--- src/multichannel_moving_average_core_assert.svh ---
// ----------------------------------------------------------------------------
// multichannel moving average assertion macros
// Shared assertion forms used by the moving average core and its divider.
// ----------------------------------------------------------------------------
`ifndef MULTICHANNEL_MOVING_AVERAGE_CORE_ASSERT_SVH
`define MULTICHANNEL_MOVING_AVERAGE_CORE_ASSERT_SVH

// consequent checked in the same cycle
`define MMA_ASSERT_SAME(label, clk, rst_n, ante, cons, msg) \
	label: assert property (@(posedge clk) disable iff (!rst_n) (ante) |-> (cons)) \
		else $error(msg);

// consequent checked in the cycle after the antecedent
`define MMA_ASSERT_NEXT(label, clk, rst_n, ante, cons, msg) \
	label: assert property (@(posedge clk) disable iff (!rst_n) (ante) |=> (cons)) \
		else $error(msg);

`endif

--- src/mma_pkg.sv ---
// ----------------------------------------------------------------------------
// mma_pkg
// Field widths, defaults and shared types of the multichannel moving average.
// ----------------------------------------------------------------------------
package mma_pkg;

	localparam int SAMPLE_W       = 16;
	localparam int CHAN_W         = 4;
	localparam int WIN_W          = 7;
	localparam int FILL_W         = 7;
	localparam int WIN_RESET      = 8;
	localparam int CHANNELS_DEF   = 16;
	localparam int WINDOW_MAX_DEF = 64;

	typedef logic signed [SAMPLE_W-1:0] sample_t;
	typedef logic [CHAN_W-1:0]          chan_t;

	typedef struct packed {
		logic busy;
		logic done;
	} div_stat_t;

endpackage

--- src/mma_serial_div.sv ---
// ----------------------------------------------------------------------------
// mma_serial_div
// Restoring divider, one quotient bit per cycle on unsigned magnitudes.
// ----------------------------------------------------------------------------
`include "multichannel_moving_average_core_assert.svh"

module mma_serial_div import mma_pkg::*; #(
	parameter int DVD_W = SAMPLE_W + 6,
	parameter int DVS_W = FILL_W
) (
	input  logic             clk,
	input  logic             arst_n,
	input  logic             start,
	input  logic [DVD_W-1:0] dividend,
	input  logic [DVS_W-1:0] divisor,
	output logic [DVD_W-1:0] quotient,
	output div_stat_t        stat
);

	localparam int CNT_W = $clog2(DVD_W + 1);

	logic             busy_q;
	logic             done_q;
	logic [CNT_W-1:0] cnt_q;
	logic [DVD_W-1:0] dvd_q;
	logic [DVS_W-1:0] div_q;
	logic [DVS_W-1:0] rem_q;
	logic [DVS_W:0]   rem2;
	logic [DVS_W:0]   diff;
	logic             ge;

	// partial remainder with the next dividend bit shifted in
	assign rem2 = {rem_q, dvd_q[DVD_W-1]};
	assign diff = rem2 - {1'b0, div_q};
	assign ge   = rem2 >= {1'b0, div_q};

	always_ff @(posedge clk or negedge arst_n) begin
		if (!arst_n) begin
			busy_q <= 1'b0;
			done_q <= 1'b0;
			cnt_q  <= '0;
		end else begin
			done_q <= 1'b0;
			if (start) begin
				busy_q <= 1'b1;
				cnt_q  <= '0;
			end else if (busy_q) begin
				cnt_q <= cnt_q + CNT_W'(1);
				if (cnt_q == CNT_W'(DVD_W - 1)) begin
					busy_q <= 1'b0;
					done_q <= 1'b1;
				end
			end
		end
	end

	// quotient bits replace dividend bits from the bottom
	always_ff @(posedge clk) begin
		if (start) begin
			dvd_q <= dividend;
			div_q <= divisor;
			rem_q <= '0;
		end else if (busy_q) begin
			rem_q <= ge ? diff[DVS_W-1:0] : rem2[DVS_W-1:0];
			dvd_q <= {dvd_q[DVD_W-2:0], ge};
		end
	end

	assign quotient  = dvd_q;
	assign stat.busy = busy_q;
	assign stat.done = done_q;

	`MMA_ASSERT_NEXT(a_start_busy, clk, arst_n, start, busy_q, "divider not busy after start")
	`MMA_ASSERT_NEXT(a_done_pulse, clk, arst_n, done_q, !done_q && !busy_q, "done not a pulse")
	`MMA_ASSERT_SAME(a_rem_below, clk, arst_n, busy_q, rem_q < div_q, "remainder not below divisor")

endmodule

--- config.mk ---
export PLATFORM = sky130hd
export DESIGN_NAME = mma_serial_div
export DESIGN_NICKNAME = d
export VERILOG_FILES = /design/src/mma_pkg.sv /design/src/mma_serial_div.sv
export VERILOG_INCLUDE_DIRS = /design/src /design/src/src
export SDC_FILE = /design/constraint.sdc
export NUM_CORES = 1
export LEC_CHECK = 0
export ABC_CLOCK_PERIOD_IN_PS = 2300
export BUFFER_PORTS_ARGS = -buffer_cell sky130_fd_sc_hd__buf_2
export CAP_MARGIN = 5
export CORE_MARGIN = 1
export CORE_UTILIZATION = 44
export CTS_CLUSTER_DIAMETER = 200
export DETAILED_ROUTE_END_ITERATION = 8
export PLACE_DENSITY = 0.78
export SLEW_MARGIN = 20
export SYNTH_ARGS = -nofsm -noshare
export SYNTH_HDL_FRONTEND = slang
export SYNTH_SLANG_ARGS = --single-unit
--- constraint.sdc ---
create_clock -name clk -period 2.3 [get_ports clk]
set_input_delay 0.23 -clock clk [delete_from_list [all_inputs] [get_ports clk]]
set_output_delay 0.23 -clock clk [all_outputs]
set_load 0.1 [all_outputs]
Word level (Yosys, flattened, before mapping)
Index checks and enable logic that the tools add are counted.
{ "op_classes": {"addsub": 2, "magnitude_cmp": 1, "eq_ne": 1, "muxes": 11, "n_reduce_logical": 1} }
{ "op_table": {"columns": ["operator", "count"], "rows": [
  ["22-bit 2-to-1 mux", 2],
  ["5-bit 2-to-1 mux", 2],
  ["8-bit by 7-bit >= comparator with 1-bit output", 1],
  ["7-bit 2-to-1 mux", 1],
  ["7-bit subtractor", 1],
  ["1-bit 2-to-1 mux", 6],
  ["5-bit by 1-bit adder with 5-bit output (second input constant)", 1],
  ["5-bit equality test (second input constant)", 1],
  ["2-bit nonzero test", 1]
]} }
{ "totals": {"ff_bits": 43, "inputBits": 32, "out_inout_bits": 24} }

Longest topological paths before layout
{ "logic_depth": {"ltp_word": 4, "ltp_mapped": 9, "depth_no_buf": 7} }

Worst setup path after synthesis
Ideal clock, no wire load.
{ "synth_path": {"kind": "reg2reg", "startpoint": "register dvd_q[21] (netlist: quotient[21])", "endpoint": "register rem_q[0]", "setup_time_ns": 0.088, "arrival_time_ns": 2.806, "t_required_ns": 2.212, "slack_ns": -0.594, "stages_incl_launch_ff": 10, "path_buffers": 2, "path_cell_list": "edfxtp_1 -> inv_1 -> ha_1 -> fa_1 -> nand2b_1 -> a211o_1 -> buf_6 -> and3_1 -> buf_6 -> a311oi_2"} }
{ "synth_via": {"elab_chain_cells": 2} }
{ "synth_lines": {"columns": ["item", "line", "rtl"], "rows": [
  ["start, declared", "mma_serial_div.sv:25", "logic [DVD_W-1:0] dvd_q;"],
  ["start signal, assigned", "mma_serial_div.sv:60", "dvd_q <= dividend;"],
  ["start signal, assigned", "mma_serial_div.sv:65", "dvd_q <= {dvd_q[DVD_W-2:0], ge};"],
  ["7-bit subtractor or 8-bit by 7-bit >= comparator with 1-bit output (tied branches)", "mma_serial_div.sv:34, mma_serial_div.sv:35", null],
  ["7-bit 2-to-1 mux (*)", "mma_serial_div.sv:64", "rem_q <= ge ? diff[DVS_W-1:0] : rem2[DVS_W-1:0];"],
  ["end signal, assigned", "mma_serial_div.sv:64", null],
  ["end, declared", "mma_serial_div.sv:27", "logic [DVS_W-1:0] rem_q;"]
]} }
Every way passes the cells marked *; elsewhere a longest branch is shown, timed or not.
A chain may end at the register's enable or synchronous reset.

Worst setup path in the final report
{ "layout_path": {"startpoint": "register div_q[0]", "endpoint": "register rem_q[0]"} }
{ "layout_via": {"elab_chain_cells": 2} }
{ "layout_lines": {"columns": ["item", "line", "rtl"], "rows": [
  ["start, declared", "mma_serial_div.sv:26", "logic [DVS_W-1:0] div_q;"],
  ["start signal, assigned", "mma_serial_div.sv:61", "div_q <= divisor;"],
  ["7-bit subtractor or 8-bit by 7-bit >= comparator with 1-bit output (tied branches)", "mma_serial_div.sv:34, mma_serial_div.sv:35", null],
  ["7-bit 2-to-1 mux (*)", "mma_serial_div.sv:64", null]
]} }
Marks and branches as above.

==> impl_results.md <==
* Status: complete, no violations
* Flops & latches, synth at 43
* Final Setup Violations at 0
* Slowest stage cell, crit path: edfxtp_1
* Initial DRC Count at 53
* Worst R2R Setup Slack at ~0.24 ns
* Placer Congestion at 0.784
* Port-buffer cells at 55
* Ranking of synthesized cells by area: edfxtp_1 37%, mux2_2 10%, dfrtp_1 7.5%, dfxtp_1 6.0%, ha_1 4.8%
* DP Worst Slack at between 0.2 and 0.25 ns
* RSZ-0062 raised after global routing: no
* Met3 Use GR at slightly below 4%
* NumNets Final at between 200 and 300
* Initial antenna violation count at 0
* TritonRoute pass-1 iters at 4
* Sink Count at 43
* Via count at ~1600
* CTS tree: yes
* Post-DP Area at 2660 µm²
* Fin cells at about 320
* Critical path's largest stage delay at about 0.42 ns
* Critical path class: flop to flop
* Post-CTS Setup Repair Bufs at 0
* IO Pins at 56
* Share of cells above drive strength 1 at 41.2%
* Max H-tree Level at 2
* Grt ovf at 0
* Vias in the first global route at around 1600
* Row cnt at 26
* F_max at 485 MHz
* Worst hold path type: input pin to flop
* Reg2reg path depth at 6
* Top cell type's share of synthesized area at 37.5%
* Synth area leader: edfxtp_1
* Resized Gates After CTS at 0
* PwrDens at roughly 1000 nW/µm²
* Clock slew seen by the registers of the worst setup and hold paths at 0.08 ns
* Avg Cell Area, Syn at about 12 µm²
* Synth unique cells at 48
* Number of diodes at 0
* Met2 Use GR at between 20 and 30%
* CTS Buf Count at 5
* Worst endpoint required time at 2.52 ns
* Worst Path Buf+Inv at 0
* Fin area at approximately 2800 µm²
* Slew Limit Fails at 0
* DRT Wirelength at between 4 and 5 mm
* Routed len/inst at 13.6 µm
* Met1 usage at a little over a fifth
* Mapped Nets at 233
* Synthesized area at 2320 µm²
* Static leakage at ~1.2 nW
* Setup WS post-layout at roughly 0.24 ns
* Async set-or-reset flop fraction in the synthesized netlist at around 16%
* Hold_sp: divisor[4]
* Reg-to-Reg Start: div_q[0]
* Synth warn at 0
* Worst Skew at approximately 0.0068 ns
* DR vias/cell at 5.15
* Final period util at between 80% and 90%
* Cell Chain, Critical Path: ha_4 > fa_2 > nand2b_4 > a211o_1 > and3_4 > a311oi_2
* Final HPWL DP at roughly 3.1 mm
* Endpoint class of the critical path: flop
* Fill cells at about 450
* GRT busiest layer: met2
* Arr. time, crit path at approximately 2.3 ns
* Stages on worst setup path at 6
* Core Area at just over 5000 µm²
* Most common flop cell mapped by yosys: edfxtp_1
* Die X at 74.7 µm
* DRC violations left at 0
* Later-pin clock latency in the skew report at roughly 0.3 ns
* Startpoint Class: flop
* First-pass GRT wire length at between 6 and 7 mm
* Hold Crit Endpoint: div_q[4]
* Largest net degree at the start of global routing at 31
* Relative slew margins at around two thirds
* DP Cell Count at around 310
* Peak supply drop at between 0.6 and 0.7 mV
* R2r endpoint: rem_q[0]
* Worst-path maximum fanout at 9
* Final hold vios at 0
* Post-synth EDFFs at 29
* Total of max-cap violations at 0
* Clock Path Buffers at 2
* CTS Root Cell: clkbuf_8
* Tmin final at 2.06 ns
* Hold Path Cell Cnt at 1
* DRT antenna net count at 0
* Total GRT Usage at approximately 17%
* Die Area at 5570 µm²
* Initial Util at a little under half
* Vert. Die Dim at approximately 75 µm
* Cell family with most CP delay: compound AO/OA/AOI/OAI gates
* Worst Tran Pin Value at ~0.50 ns
* Area grow syn2layout at 18.5%
* Register area share after synthesis at 51.1%
* Synth Instances at about 190
## worst max path at each step
stage	from	endpoint	slack, ns
2_1_floorplan	quotient[21]	rem_q[0]	-0.43
3_3_place_gp	div_q[0]	rem_q[2]	0.30
3_5_place_dp	div_q[0]	rem_q[4]	0.25
4_1_cts	div_q[0]	rem_q[4]	0.25
5_1_grt	quotient[21]	rem_q[4]	0.18
6_report	div_q[0]	rem_q[0]	0.24
## cell usage in the layout, fill, tap and decap left out, types with 2 or more instances in the layout
| master | n |
|---|---|
| buf_2 | 55 |
| edfxtp_1 | 29 |
| mux2_2 | 21 |
| inv_1 | 12 |
| nor2_1 | 12 |
| nand2_1 | 8 |
| ha_1 | 8 |
| dfrtp_1 | 7 |
| dfxtp_1 | 7 |
| nor3b_1 | 6 |
| clkbuf_8 | 5 |
| nand4_1 | 4 |
| nor2b_1 | 4 |
| a41oi_1 | 4 |
| or2_2 | 3 |
| nor3_1 | 3 |
| o21ai_0 | 3 |
| a211oi_1 | 3 |
| xnor2_1 | 3 |
| xor2_1 | 3 |
| a21o_1 | 2 |
| o21a_1 | 2 |
| o21ai_1 | 2 |
| o31ai_1 | 2 |
| a31oi_1 | 2 |
| o21bai_1 | 2 |
| a311oi_2 | 2 |
| buf_4 | 2 |
## worst register-to-register path: cells and delay by family, from the launching register on
family                   cells  cell delay (ns)
AND/OR/NAND/NOR              2             0.42
AO/OA/AOI/OAI                2             0.62
adder cells (fa/ha/maj)      2             0.53
flip-flops                   1             0.42
## stage by stage
step	setup TNS [ns]	utilization, %	total power, mW	hold slack [ns]
after detailed placement	0	52.1	2.37	0.0718
after CTS	0	53.9	2.85	0.0935
after floorplan	-2.79	-	2.15	-0.0656
after global routing	0	53.9	2.99	0.0852
final	0	53.9	2.83	0.102
after global placement	0	52.1	2.34	0.0695
## area by class of cell
class,count,area (µm²),share of cell area (%)
flip-flops and latches,43,1190,43.1
multi-input cells,122,1030,37.3
repair buffers,59,320,11.6
well taps,70,87.6,3.18
clock buffers,6,72.6,2.64
inverters,13,48.8,1.77
clock inverters,2,11.3,0.409
## cell families (layout without fill, tap and decap cells)
group | count (synthesis) | in the layout | share of synthesized area [%]
simple gates | 50 | 50 | 12.0
compound gates | 34 | 34 | 12.4
xor+xnor | 6 | 6 | 2.26
fa+ha+maj | 10 | 10 | 5.71
mux | 22 | 22 | 10.6
flops | 43 | 43 | 51.1
buf+inv | 26 | 80 | 5.98
## where the power goes
group          switching (mW)  internal, mW
Sequential             0.0882         0.961
Combinational           0.836         0.478
Clock                   0.257         0.213
## registers in the layout (all words and copies together), names as in the netlist
name / cells
quotient: 22
div_q: 7
rem_q: 7
cnt_q: 5
busy_q: 1
done_q: 1
## what timing repair did
action                                  4_1_cts  5_1_grt
hold endpoints to repair                      7        0
hold buffers                                  1        0
endpoints found under the setup margin        0        0
## cell usage after synthesis, types with 2 or more instances
master and count:
a211oi_1 3, a21o_1 2, a311oi_2 2, a31oi_1 2
a41oi_1 4, buf_4 3, buf_6 4, clkbuf_1 6
dfrtp_1 7, dfxtp_1 7, edfxtp_1 29, ha_1 9
inv_1 13, mux2_2 21, nand2_1 8, nand2b_1 2
nand4_1 4, nor2_1 12, nor2b_1 4, nor3_1 3
nor3b_1 6, o21a_1 2, o21ai_0 5, o21bai_1 2
o31ai_1 2, or2_2 3, xnor2_1 3, xor2_1 3
## routing by layer
layer / share of wire (%) / vias up
met5: 0 / -
met3: 4.8 / 5
met2: 48 / 45
met4: 1.7 / 0
met1: 46 / 760
li1: - / 812
Note: power is estimated with default switching activity, not from simulation.
